--- src/hdl/vfa_pkg.sv ---
// Shared types, constants and helper functions for the four-element vector ALU.
// Used by every module in the hdl folder; depends on nothing else.
`timescale 1ns / 1ps
`default_nettype none

package vfa_pkg;

    // Number formats and lane counts.
    localparam int FX_W     = 32;
    localparam int FRAC     = 16;
    localparam int NLANE    = 4;
    localparam int NMUL     = 6;
    localparam int PROD_W   = 2 * FX_W;
    localparam int WIDE_W   = 68;
    localparam int TOL_W    = 17;

    // Square root and divider pipeline sizes.
    localparam int SQ_STAGES = 32;
    localparam int RAD_W     = 64;
    localparam int ROOT_W    = 32;
    localparam int DEN_W     = 32;
    localparam int NUM_W     = FX_W + FRAC;

    // Queue depths and pointer widths.
    localparam int CMDQ_DEPTH = 2;
    localparam int CMDQ_AW    = $clog2(CMDQ_DEPTH);
    localparam int CMDQ_CW    = $clog2(CMDQ_DEPTH + 1);
    localparam int RESQ_DEPTH = 2;
    localparam int RESQ_AW    = $clog2(RESQ_DEPTH);
    localparam int RESQ_CW    = $clog2(RESQ_DEPTH + 1);

    // Configuration register map.
    localparam int                 PADDR_W        = 2;
    localparam logic [PADDR_W-1:0] ADDR_TOLERANCE = 2'd0;
    localparam logic [TOL_W-1:0]   TOL_RESET      = 17'd7;

    localparam logic [FX_W-1:0] FX_ONE = 32'h0001_0000;

    typedef logic signed [FX_W-1:0] fx_t;

    typedef enum logic [3:0] {
        ACT_ADD      = 4'd0,
        ACT_SUB      = 4'd1,
        ACT_NEG      = 4'd2,
        ACT_SCALE    = 4'd3,
        ACT_DIV      = 4'd4,
        ACT_MAG      = 4'd5,
        ACT_NORM     = 4'd6,
        ACT_DOT      = 4'd7,
        ACT_CROSS    = 4'd8,
        ACT_HADAMARD = 4'd9,
        ACT_EQ       = 4'd10,
        ACT_ISPOINT  = 4'd11,
        ACT_ISVECTOR = 4'd12
    } action_t;

    typedef struct packed {
        logic [3:0] action;
        fx_t        a_x;
        fx_t        a_y;
        fx_t        a_z;
        fx_t        a_w;
        fx_t        b_x;
        fx_t        b_y;
        fx_t        b_z;
        fx_t        b_w;
        fx_t        scalar_in;
    } in_item_t;

    typedef struct packed {
        fx_t  r_x;
        fx_t  r_y;
        fx_t  r_z;
        fx_t  r_w;
        fx_t  scalar_out;
        logic test_true;
        logic status;
    } out_item_t;

    // Classified command from the front end.
    typedef struct packed {
        action_t                      op;
        logic [NLANE-1:0][FX_W-1:0]   a;
        logic [FX_W-1:0]              f;
        logic [NMUL-1:0][FX_W-1:0]    mx;
        logic [NMUL-1:0][FX_W-1:0]    my;
        logic [NLANE-1:0][FX_W-1:0]   r;
        logic                         test;
    } cmd_t;

    // Side information that rides along the square root pipeline.
    typedef struct packed {
        action_t                      op;
        logic [NLANE-1:0][FX_W-1:0]   a;
        logic [FX_W-1:0]              f;
        logic [NLANE-1:0][FX_W-1:0]   r;
        logic [FX_W-1:0]              s;
        logic                         test;
    } stag_t;

    // Side information that rides along the divider pipeline.
    typedef struct packed {
        logic                         use_q;
        logic                         status;
        logic                         test;
        logic [NLANE-1:0]             negq;
        logic [FX_W-1:0]              s;
        logic [NLANE-1:0][FX_W-1:0]   r;
    } dtag_t;

    // Sign-extend a Q16.16 word into the wide accumulation format.
    function automatic logic signed [WIDE_W-1:0] sx(input logic [FX_W-1:0] v);
        return {{(WIDE_W - FX_W){v[FX_W-1]}}, v};
    endfunction

    // Clamp a wide signed value to the signed 32-bit range.
    function automatic fx_t sat32(input logic signed [WIDE_W-1:0] v);
        logic signed [WIDE_W-1:0] maxv;
        logic signed [WIDE_W-1:0] minv;
        maxv = {{(WIDE_W - FX_W + 1){1'b0}}, {(FX_W - 1){1'b1}}};
        minv = {{(WIDE_W - FX_W + 1){1'b1}}, {(FX_W - 1){1'b0}}};
        if (v > maxv) begin
            return {1'b0, {(FX_W - 1){1'b1}}};
        end
        if (v < minv) begin
            return {1'b1, {(FX_W - 1){1'b0}}};
        end
        return v[FX_W-1:0];
    endfunction

    // True when |x - y| is below the tolerance.
    function automatic logic near(input logic [FX_W-1:0] x, input logic [FX_W-1:0] y,
                                  input logic [TOL_W-1:0] tol);
        logic signed [FX_W:0] d;
        logic [FX_W:0]        ad;
        d  = $signed({x[FX_W-1], x}) - $signed({y[FX_W-1], y});
        ad = d[FX_W] ? (FX_W + 1)'(-d) : (FX_W + 1)'(d);
        return ad < (FX_W + 1)'(tol);
    endfunction

endpackage

`default_nettype wire

--- src/hdl/vfa_cmdq.sv ---
// Short command queue between the front end and the execution pipeline.
// Holds classified commands; depends on vfa_pkg.
`timescale 1ns / 1ps
`default_nettype none

module vfa_cmdq (
    input  wire logic          clk,
    input  wire logic          rst_n,
    input  wire logic          wr_valid,
    output logic               wr_ready,
    input  wire vfa_pkg::cmd_t wr_data,
    output logic               rd_valid,
    input  wire logic          rd_ready,
    output vfa_pkg::cmd_t      rd_data
);

    vfa_pkg::cmd_t                 mem [vfa_pkg::CMDQ_DEPTH];
    logic [vfa_pkg::CMDQ_AW-1:0]   wptr_reg;
    logic [vfa_pkg::CMDQ_AW-1:0]   rptr_reg;
    logic [vfa_pkg::CMDQ_CW-1:0]   count_reg;
    logic                          wr_en;
    logic                          rd_en;

    assign wr_ready = count_reg != vfa_pkg::CMDQ_CW'(vfa_pkg::CMDQ_DEPTH);
    assign rd_valid = count_reg != '0;
    assign rd_data  = mem[rptr_reg];
    assign wr_en    = wr_valid && wr_ready;
    assign rd_en    = rd_valid && rd_ready;

    // Pointers and fill count.
    always_ff @(posedge clk or negedge rst_n)
    begin
        if (!rst_n)
        begin
            wptr_reg  <= '0;
            rptr_reg  <= '0;
            count_reg <= '0;
        end
        else
        begin
            if (wr_en)
            begin
                wptr_reg <= (wptr_reg == vfa_pkg::CMDQ_AW'(vfa_pkg::CMDQ_DEPTH - 1))
                            ? '0 : wptr_reg + 1'b1;
            end
            if (rd_en)
            begin
                rptr_reg <= (rptr_reg == vfa_pkg::CMDQ_AW'(vfa_pkg::CMDQ_DEPTH - 1))
                            ? '0 : rptr_reg + 1'b1;
            end
            if (wr_en && !rd_en)
            begin
                count_reg <= count_reg + 1'b1;
            end
            else if (rd_en && !wr_en)
            begin
                count_reg <= count_reg - 1'b1;
            end
        end
    end

    // Storage.
    always_ff @(posedge clk)
    begin
        if (wr_en)
        begin
            mem[wptr_reg] <= wr_data;
        end
    end

endmodule

`default_nettype wire

--- config.mk ---
export PLATFORM = sky130hd
export DESIGN_NAME = vfa_cmdq
export DESIGN_NICKNAME = d
export VERILOG_FILES = /design/src/hdl/vfa_pkg.sv /design/src/hdl/vfa_cmdq.sv
export SDC_FILE = /design/constraint.sdc
export NUM_CORES = 1
export LEC_CHECK = 0
export BUFFER_PORTS_ARGS = -buffer_cell sky130_fd_sc_hd__buf_2
export CORE_AREA = 2 2 523 525
export CTS_CLUSTER_DIAMETER = 200
export DETAILED_ROUTE_END_ITERATION = 16
export DIE_AREA = 0 0 525 527
export GPL_TIMING_DRIVEN = 0
export PLACE_DENSITY = 0.44
export REMOVE_ABC_BUFFERS = 1
export SLEW_MARGIN = 20
export SYNTH_ARGS = -nofsm -noshare
export SYNTH_HDL_FRONTEND = slang
export SYNTH_SLANG_ARGS = --single-unit
--- constraint.sdc ---
create_clock -name clk -period 78.8 [get_ports clk]
set_input_delay 3.94 -clock clk [delete_from_list [all_inputs] [get_ports clk]]
set_output_delay 3.94 -clock clk [all_outputs]
set_load 0.005 [all_outputs]
**Word-level counts from Yosys, hierarchy flattened**

Memory sizes are Yosys's and may differ from the RTL's.
Index checks and enable logic that the tools add are counted.

- Flip-flop bits (word level): 4
- Bits in writable memories: 1354
- Bits of input ports: 681
- Output and inout bits: 679
- Word-level logic and storage cells: 23
- Memories kept: 1

Memories:

| name | depth | width | rd ports | clocked after memory_dff | wr ports | RTL line | text |
|---|---|---|---|---|---|---|---|
| mem | 2 | 677 | 1 | 0 | 1 | vfa_cmdq.sv:17 | `vfa_pkg::cmd_t mem [vfa_pkg::CMDQ_DEPTH];` |

- Add/sub/neg operators: 4
- Equality and inequality tests: 1
- Multiplexer cells: 6
- Reduce and logical (&&, ||, !) cells: 8

Operators with widths:

| cell | number |
|---|---|
| 1-bit logical AND | 4 |
| 1-bit two-way mux | 4 |
| 2-bit two-way mux | 2 |
| 2-bit nonzero test | 2 |
| 1-bit adder (second input constant) | 2 |
| 2-bit by 1-bit adder with 2-bit output (second input constant) | 1 |
| 1-bit logical NOT | 2 |
| 2-bit != test (second input constant) | 1 |
| 2-bit by 1-bit subtractor with 2-bit output (second input constant) | 1 |

**Longest topological paths before layout**

Gate-level depths: netlist of run 1.

- Word-level depth: 6
- Mapped depth: 7
- Mapped depth without buffers: 7

**Least setup slack after synthesis of run 1**

Ideal clock, no wire load.

- Path kind: input to register
- From: input wr_valid
- To: memory mem[0][0] (netlist name) (enable)
- Setup time: 1.735 ns
- Arrival: 32.017 ns
- Required time: 77.065 ns
- Path slack: 45.048 ns
- Stages: 2
- Buffers on the path: 0
- Path through: nand2_1 -> nor2_1

- Longest elaborated chain between the ends: 3

Ends and longest elaborated chain:

| what | RTL line | text |
|---|---|---|
| from (decl) | vfa_cmdq.sv:9 | `input wire logic wr_valid,` |
| 1-bit logical AND | vfa_cmdq.sv:27 | `assign wr_en = wr_valid && wr_ready;` |
| 1-bit two-way mux | vfa_cmdq.sv:65 | `if (wr_en)` |
| 1-bit two-way mux (implied by the code) | vfa_cmdq.sv:67 | `mem[wptr_reg] <= wr_data;` |
| to (decl) | vfa_cmdq.sv:17 |  |

Every way passes these cells.

==> impl_results.md, run 1 <==
* Status: complete, no violations
* Setup Skew at 38.78 ps
* Final period utilization at 0.1039
* Post-CTS Setup Bufs at 0
* Critical Path RT at 74,860 ps
* Synthesized instance count at 2,124
* Final min period at 8184 ps
* Post-synthesis simple-gate area fraction at 0.0006867
* Class of the worst hold path: reg2reg
* Xor/xnor cell area share of the yosys netlist at 0.0008901
* GP Congestion at ~0.8
* First-pass GRT wire length at 237,500 um
* Worst EP arrival at 4240 ps
* HP Start: count_reg[1]
* Max H-tree Level at 4
* Vias per cell at about 3.6
* Power Density at ~38 nW/um^2
* DRC violations left at 0
* Initial antenna violation count at 168
* CTS tree: built
* F_max at about 0.12 GHz
* Core area at 271,700 sq um
* Netlist cell types at 15
* Sink Count at 1,358
* Rows at 192
* Top Ports at 1,360
* Dominant synthesized flop cell: edfxtp_1
* Hold Crit Depth at 1
* Largest net degree at the start of global routing at 53
* CP startpoint kind: flop
* Worst setup EP type: output pin
* RSZ-0062 raised after global routing: false
* Gr ovfl total at 0
* Setup violations, final at 0
* Post-synthesis mux area share at 0.1550
* Skew-Pair Late Insertion Delay at 810 ps
* Synth-to-layout area growth at 36.21%
* Worst-path maximum fanout at 52
* Sequential area share after synthesis at 0.8285
* Synth top area cells: edfxtp_1, mux2_2, buf_6, dfrtp_1, buf_2
* Setup tns final at 0 ps
* Share of layout cells above drive strength 1 at 0.6222
* DRT iter0 DRCs at between 1k and 1.5k
* Ys Warns at 0
* Critical R2R Launch: count_reg[0]
* Post-synth top cells: edfxtp_1, mux2_2, buf_6
* Final #Nets at 4,325
* Flop2flop setup slack at 74,750 ps
* Post-synth EDFFs at 1,354
* FF+latch count, synth at between 1k and 1.5k
* Flip-flop count of the largest register after layout at 1,354
* Drt pass-1 iters at 5
* Root buffer cell: clkbuf_16
* Pwr Total at 2.562 mW
* Max Cap Viol at 0
* Hold buffers post-CTS at 0
* Asr flop ratio synth at 0.002946
* Post-CTS sizing at 0
* GRT Total Usage at 0.1238
* Vias in the first global route at 27.99k
* Die H at 527 um
* Die area at around 280,000 sq um
* Worst-case clock buffer depth at 4
* Port Buffers at 1,359
* Reg clk slew, reported paths at 60 ps
* VDD IR max at roughly 0.021 mV
* Post-synthesis adder-cell area fraction at 0.0002543
* Synth Area in Compound Gates at 0
* Routed vias at 26.94k
* Slew HR at 0.4933
* Post-Route WL at between 150,000 and 200,000 um
* Final hold vios at 0
* Die width at 525 um
* Initial core utilization at 0.1811
* Worst Max-Slew Pin Slew at roughly 760 ps
* Average cell area after synthesis at 23.16 sq um
* Hold EP: count_reg[1]
* Mapped Area at 49,200 sq um
* Kind of critical path: reg2out
* R2R depth at 14
* Area leader, netlist: edfxtp_1
* DRT antenna net count at 0
* Largest family of logic cells by synthesized area: multiplexers
* Reg2reg end: mem[0][55]
* Most numerous cell in the Yosys netlist: edfxtp_1
* Static Leakage at 24.05 nW
* Slew Limit Fails at 0
* Top cell type's share of synthesized area at 0.8264
* Dpl hpwl at around 140,000 um
* Drt wl/cell at 24.00 um
* Cts bufs inserted at 165
worst max path at each step:
stage	start	slack [ps]	cells past startpoint	endpoint
after floorplan	wr_valid	45050	2	mem[0][0]
after global placement	wr_valid	21830	3	mem[0][510]
after detailed placement	wr_valid	71230	14	mem[0][38]
after CTS	rptr_reg	70390	8	rd_data[212]
after global routing	rptr_reg	70320	8	rd_data[212]
final	rptr_reg	70620	8	rd_data[442]
final cells by class:
cell class / count / area, sq um
fillers: 28140 / 204700
flip-flops and latches: 1358 / 40760
repair buffers: 1427 / 8463
multi-input cells: 690 / 7726
well taps: 3589 / 4491
clock buffers: 188 / 4258
clock inverters: 105 / 1205
diodes: 42 / 105.1
inverters: 1 / 3.754
cell families after synthesis:
logic type / Yosys count
and+or+nand+nor: 7
xor gates and xnor gates: 5
DFF: 1358
adders and majority gates: 1
buffers and inverters: 76
muxes: 677
cells in the final DEF, fill, tap and decap left out, types with 21 or more instances in the layout:
master and count:
edfxtp_1 1354, clkbuf_1 21, clkinv_2 22, buf_12 28, clkbuf_16 167, bufinv_16 22
clkinv_1 35, mux2_2 677, buf_16 40, diode_2 42, buf_2 1359
power breakdown:
| group | internal (mW) | switching [mW] |
|---|---|---|
| combinational | 0.340 | 0.433 |
| sequential | 0.984 | 0.0329 |
| clock | 0.462 | 0.311 |
| total | 1.79 | 0.776 |
stage by stage:
stage	setup WS (ps)	hold WS [ps]	instance area, sq um	instances	util
after floorplan	45050	455.9	48480	2049	-
after global placement	21830	477.6	59770	6997	0.2200
after detailed placement	71230	476.8	61450	7065	0.2262
after CTS	70390	489.0	66910	7358	0.2463
after global routing	70320	523.8	66920	7364	0.2463
final	70620	485.8	67010	7400	0.2466
layer usage:
metal / vias to the layer above / GRT usage / part of all wire
li1: 11690 / - / -
met1: 13400 / 0.1335 / 0.36
met2: 1297 / 0.2053 / 0.47
met3: 460 / 0.07395 / 0.13
met4: 100 / 0.03036 / 0.031
met5: - / 0 / 0.0038
worst max-delay path, stage by stage (launching register included):
cell     delay [ps]
dfrtp_4         900
buf_16          310
buf_16          250
buf_16          280
buf_16          280
buf_16          270
buf_16          270
mux2_2          470
buf_2           160
(Power assumes the default switching activity.)
==> run 2: changes to the inputs <==
--- a/config.mk
+++ b/config.mk
@@ -11,7 +11,7 @@
 export DETAILED_ROUTE_END_ITERATION = 16
 export DIE_AREA = 0 0 525 527
 export GPL_TIMING_DRIVEN = 0
-export PLACE_DENSITY = 0.44
+export PLACE_DENSITY = 0.45
 export REMOVE_ABC_BUFFERS = 1
 export SLEW_MARGIN = 20
 export SYNTH_ARGS = -nofsm -noshare
==> constraint.sdc (replaced) <==
create_clock -name clk -period 7.1 [get_ports clk]
set_input_delay 0.355 -clock clk [delete_from_list [all_inputs] [get_ports clk]]
set_output_delay 0.355 -clock clk [all_outputs]
set_load 0.005 [all_outputs]
==> run 2 against run 1 <==
  * Wire length rose by 2.6%
  * Non-clock buffer count rose by 683
  * Worst setup slack got worse by 68000 ps
  * Via count rose by 9.6%
  * Global-route usage rose by 0.29 points
  * Largest power group unchanged
  * Final area rose by 10%
==> impl_results.md, run 2 (synthesized netlist as in run 1, its figures left out) <==
* Sink Count at 1,358
* Post-CTS Setup Bufs at 0
* Die width at approximately 530 um
* Flip-flop count of the largest register after layout at 1,354
* Worst Max-Slew Pin Slew at around 620 ps
* Hold buffers post-CTS at 681
* Root buffer cell: clkbuf_16
* Hold Crit Depth at 2
* Initial core utilization at 0.1811
* Worst EP arrival at around 3800 ps
* Routed vias at 29.54k
* RSZ-0062 raised after global routing: false
* Final period utilization at 0.5903
* First-pass GRT wire length at around 250,000 um
* Buf+Inv Stages, Crit Path at 6
* CTS tree: built
* DRT antenna net count at 0
* Flop2flop setup slack at roughly 3500 ps
* Worst path cell trace: buf_16, buf_16, buf_16, buf_16, buf_16, mux2_2, buf_2
* Die area at roughly 280,000 sq um
* Die H at 527 um
* CP startpoint kind: flop
* DRT iter0 DRCs at 1,514
* Slew Limit Fails at 0
* Rows at 192
* Critical Path RT at approximately 6700 ps
* Max Cap Viol at 0
* Post-CTS sizing at 0
* Synth-to-layout area growth at 49.82%
* Cts bufs inserted at 166
* Kind of critical path: reg2out
* Reg2reg end: mem[0][468]
* Critical R2R Launch: count_reg[0]
* Static Leakage at around 27 nW
* Max H-tree Level at 4
* Most frequent CP cell: buf_16
* Top Ports at 1,360
* Max stage delay cell, worst path: dfrtp_4
* Port Buffers at 1,359
* Skew-Pair Late Insertion Delay at between 800 and 900 ps
* Class of the worst hold path: in2reg
* Power Density at between 300 and 400 nW/um^2
* Final min period at 4191 ps
* Setup violations, final at 0
* VDD IR max at 0.2140 mV
* Vias per cell at between 3 and 4
* GP Congestion at 0.8524
* Post-Route WL at 182,300 um
* Vias in the first global route at 31.35k
* Setup tns final at 0 ps
* Largest net degree at the start of global routing at 52
* Worst setup EP type: output pin
* GRT Total Usage at 0.1267
* Dpl hpwl at around 140,000 um
* Worst-case clock buffer depth at 4
* Final #Nets at around 5k
* Drt pass-1 iters at 4
* HP Start: wr_data[277]
* Slew HR at 0.5841
* Crit-path leading delay family: buffers and inverters
* Pwr Total at 28.64 mW
* Gr ovfl total at 0
* Initial antenna violation count at around 120
* Critical path's largest stage delay at 790 ps
* Final hold vios at 0
* Most frequent cells in the layout: buf_2, edfxtp_1, dlygate4sd3_1, mux2_2, clkbuf_16
* Reg clk slew, reported paths at approximately 60 ps
* Share of layout cells above drive strength 1 at 0.5261
* Setup Skew at 24.51 ps
* Drt wl/cell at ~23 um
* Worst-path maximum fanout at 46
* Status: complete, no violations
* Hold EP: mem[1][277]
* Core area at about 270,000 sq um
* F_max at 0.2386 GHz
* R2R depth at 13
* Most common cell after layout, fill and taps aside: buf_2
* DRC violations left at 0
## run 2: how the worst max path moves through the flow
stage	cells after the start	slack, ps	from	to
after floorplan	3	-23270	count_reg[0]	mem[0][0]
after global placement	3	-46660	count_reg[0]	mem[0][212]
after detailed placement	13	3430	count_reg[0]	mem[0][468]
after CTS	7	2760	rptr_reg	rd_data[356]
after global routing	7	2700	rptr_reg	rd_data[356]
final	7	2910	rptr_reg	rd_data[356]
## run 2: per-stage QoR
stage	setup slack [ps]	instances	hold slack, ps	utilization	area [sq um]
2_1_floorplan	-23270	2049	59.41	-	48480
3_5_place_dp	3433	7067	168.4	0.2263	61500
6_report	2909	8091	246.8	0.2713	73710
5_1_grt	2703	8063	175.5	0.2710	73640
3_3_place_gp	-46660	6997	163.9	0.2200	59770
4_1_cts	2761	8048	137.3	0.2709	73600
## run 2: final cells by class
type / instances / area (sq um)
fill: 27660 / 198000
inverter: 1 / 3.754
antenna: 43 / 107.6
timing repair buffer: 2110 / 15330
multi-input combinational: 690 / 7726
clock inverter: 98 / 977.2
sequential: 1358 / 40760
clock buffer: 202 / 4310
tap: 3589 / 4491
## run 2: routing by layer
| metal | part of all wire | global-route usage | wire length, um | vias to the layer above |
|---|---|---|---|---|
| li1 | - | - | - | 13070 |
| met1 | 0.40 | 0.1498 | 72620 | 14800 |
| met2 | 0.47 | 0.2072 | 84850 | 1315 |
| met3 | 0.11 | 0.05702 | 19520 | 322 |
| met4 | 0.028 | 0.03413 | 5084 | 32 |
| met5 | 0.0011 | 0 | 203 | - |
## run 2: power by group
part	leakage, nW	internal [mW]	total (mW)	switching (mW)
Combinational	11.6	4.04	9.04	4.99
Clock	2.56	4.83	8.32	3.49
Sequential	12.6	10.9	11.3	0.363
Total	26.8	19.8	28.6	8.84
==> run 3: changes to the inputs <==
--- a/config.mk
+++ b/config.mk
@@ -5,6 +5,7 @@
 export SDC_FILE = /design/constraint.sdc
 export NUM_CORES = 1
 export LEC_CHECK = 0
+export ABC_AREA = 1
 export BUFFER_PORTS_ARGS = -buffer_cell sky130_fd_sc_hd__buf_2
 export CORE_AREA = 2 2 523 525
 export CTS_CLUSTER_DIAMETER = 200
==> constraint.sdc (replaced) <==
create_clock -name clk -period 3.6 [get_ports clk]
set_input_delay 0.18 -clock clk [delete_from_list [all_inputs] [get_ports clk]]
set_output_delay 0.18 -clock clk [all_outputs]
set_load 0.005 [all_outputs]
==> run 3 against run 2 <==
  * Sequential power increased by 96%
  * Clock power increased by 100%
  * Cell count increased by 18%
  * Clock skew increased by 18 ps
  * Critical endpoint is now mem[1][85]
  * Largest cell class unchanged
==> impl_results.md, run 3 <==
* Worst Max-Slew Pin Slew at 516.9 ps
* Final #Nets at 6,479
* FF+latch count, synth at 1,358
* Most frequent cells in the layout: nand2_1, buf_2, edfxtp_1, dlygate4sd3_1, clkbuf_16
* Most numerous cell in the Yosys netlist: nand2_1
* First-pass GRT wire length at 270,900 um
* Post-synth EDFFs at approximately 1.4k
* Reg clk slew, reported paths at 60 ps
* R2R depth at 15
* Final core occ at 0.2773
* Gr ovfl total at 0
* Port Buffers at 1,359
* RSZ-0062 raised after global routing: false
* Vias per cell at 3.737
* Initial core utilization at 0.1812
* Synth-to-layout area growth at 53.03%
* Status: complete, no violations
* Netlist cell types at 15
* DRT iter0 DRCs at 2,220
* Worst EP arrival at 3890 ps
* Critical Path RT at 4100 ps
* Sequential area share after synthesis at 0.8278
* Flip-flop count of the largest register after layout at 1,354
* Die H at 527 um
* Placed cell area at ~62,000 sq um
* F_max at 0.2954 GHz
* GP Congestion at 0.8629
* Worst-case clock buffer depth at 4
* Final non-filler cell total at 9,556
* Final setup margin at about 210 ps
* Slew HR at 0.6546
* Core area at 271,700 sq um
* Post-synth top cells: nand2_1, edfxtp_1, buf_2
* Cts bufs inserted at 168
* Setup violations, final at 0
* Setup crit start: count_reg[0]
* Skew-Pair Late Insertion Delay at 810 ps
* Rows at 192
* VDD IR max at 0.5140 mV
* Area leader, netlist: edfxtp_1
* DRC violations left at 0
* Kind of critical path: reg2reg
* Dpl hpwl at 144,600 um
* Flop2flop setup slack at 210 ps
* Setup crit end: mem[1][85]
* Pwr Total at 59.69 mW
* Largest net degree at the start of global routing at 94
* Filler cell count at about 28k
* Dpl ws at -284.0 ps
* Final min period at 3385 ps
* Ys Warns at 0
* Root buffer cell: clkbuf_16
* Vias in the first global route at 35.87k
* Max Cap Viol at 0
* Initial antenna violation count at 95
* Die area at 276,700 sq um
* Sink Count at about 1.4k
* Max H-tree Level at 4
* Worst setup EP type: flop
* Drt wl/cell at ~20 um
* Worst-path maximum fanout at 23
* Mapped Area at 49,240 sq um
* CTS tree: built
* Power Density at 792.2 nW/um^2
* Setup Skew at 42.10 ps
* Die width at 525 um
* Average cell area after synthesis at 13.82 sq um
* GRT Total Usage at 0.1350
* Design area at 75,350 sq um
* Top Ports at 1,360
* Most common cell after layout, fill and taps aside: nand2_1
* Asr flop ratio synth at 0.002946
* Share of layout cells above drive strength 1 at 0.2879
* Drt pass-1 iters at 5
* Dominant synthesized flop cell: edfxtp_1
* Slew Limit Fails at 0
* Post-Route WL at 194,400 um
* Synthesized instance count at 3,564
* Placed cells at 8,457
* Routed vias at roughly 36k
* Reg2reg end: mem[1][85]
* Class of the worst hold path: in2reg
* Synth top area cells: edfxtp_1, nand2_1, buf_2, dfrtp_1, clkbuf_1
* Critical R2R Launch: count_reg[0]
* DRT antenna net count at 0
* Final hold vios at 0
* CP startpoint kind: flop
* Final period utilization at 0.9404
* Static Leakage at 31.06 nW
* Top cell type's share of synthesized area at 0.8258
run 3: final cells by class:
cell class                      instances  area [sq um]  share of cell area
Antenna cell                           37         92.59            0.001229
Clock buffer                          199          4405             0.05847
Clock inverter                        104          1037             0.01377
Inverter                                7         42.54           0.0005646
Multi-Input combinational cell       2049          7732              0.1026
Sequential cell                      1358         40760              0.5410
Tap cell                             3589          4491             0.05960
Timing Repair Buffer                 2213         16780              0.2227
run 3: report_power, final:
group / internal (mW) / total (mW) / switching, mW
registers: 21.5 / 22.2 / 0.705
clock network: 9.87 / 16.7 / 6.84
logic: 7.22 / 20.7 / 13.5
run 3: how the worst min path moves through the flow:
stage               depth (start not counted)            to    startpoint
floorplan                                   0  count_reg[0]         rst_n
finish                                      2   mem[0][206]  wr_data[206]
detailed placement                          1      wptr_reg         rst_n
global route                                2   mem[0][230]  wr_data[230]
global placement                            1      wptr_reg         rst_n
CTS                                         2   mem[1][395]  wr_data[395]
run 3: per-stage QoR:
step           TNS (ps)  hold WS (ps)
2_1_floorplan         -        -115.6
3_3_place_gp          -        -7.049
3_5_place_dp     -14310        -3.515
4_1_cts               0       0.07050
5_1_grt               0         28.25
6_report              0         99.54
run 3: logic make-up after synthesis:
| group | share of synthesized area |
|---|---|
| and+or+nand+nor | 0.1561 |
| DFF | 0.8278 |
| adders and majority gates | 0.0002541 |
| xor gates and xnor gates | 0.0003558 |
| buffers and inverters | 0.01550 |
run 3: critical path, cell delays in order, from the launching register on:
cell     delay (ps)
dfrtp_1         370
inv_1            80
nand2_1          90
nand2_2         120
nor2_4          180
buf_4           160
buf_16          160
buf_12          190
buf_12          200
buf_12          210
buf_12          210
buf_16          180
buf_12          190
buf_12          210
buf_16          190
buf_12          190
run 3: metal layers:
| metal | global-route usage | wire length [um] |
|---|---|---|
| met1 | 0.1672 | 80320 |
| met2 | 0.2143 | 87190 |
| met3 | 0.05658 | 20590 |
| met4 | 0.03771 | 5861 |
| met5 | 0 | 415 |
run 3: timing repair:
action / in CTS / in global routing
hold endpoints to repair: 1362 / 0
setup endpoints to repair: 562 / 76
hold buffers: 748 / 0
cloned: 6 / 0
resized for setup: 2 / 2
buffers inserted: 8 / 0
pin swaps: 2 / 0
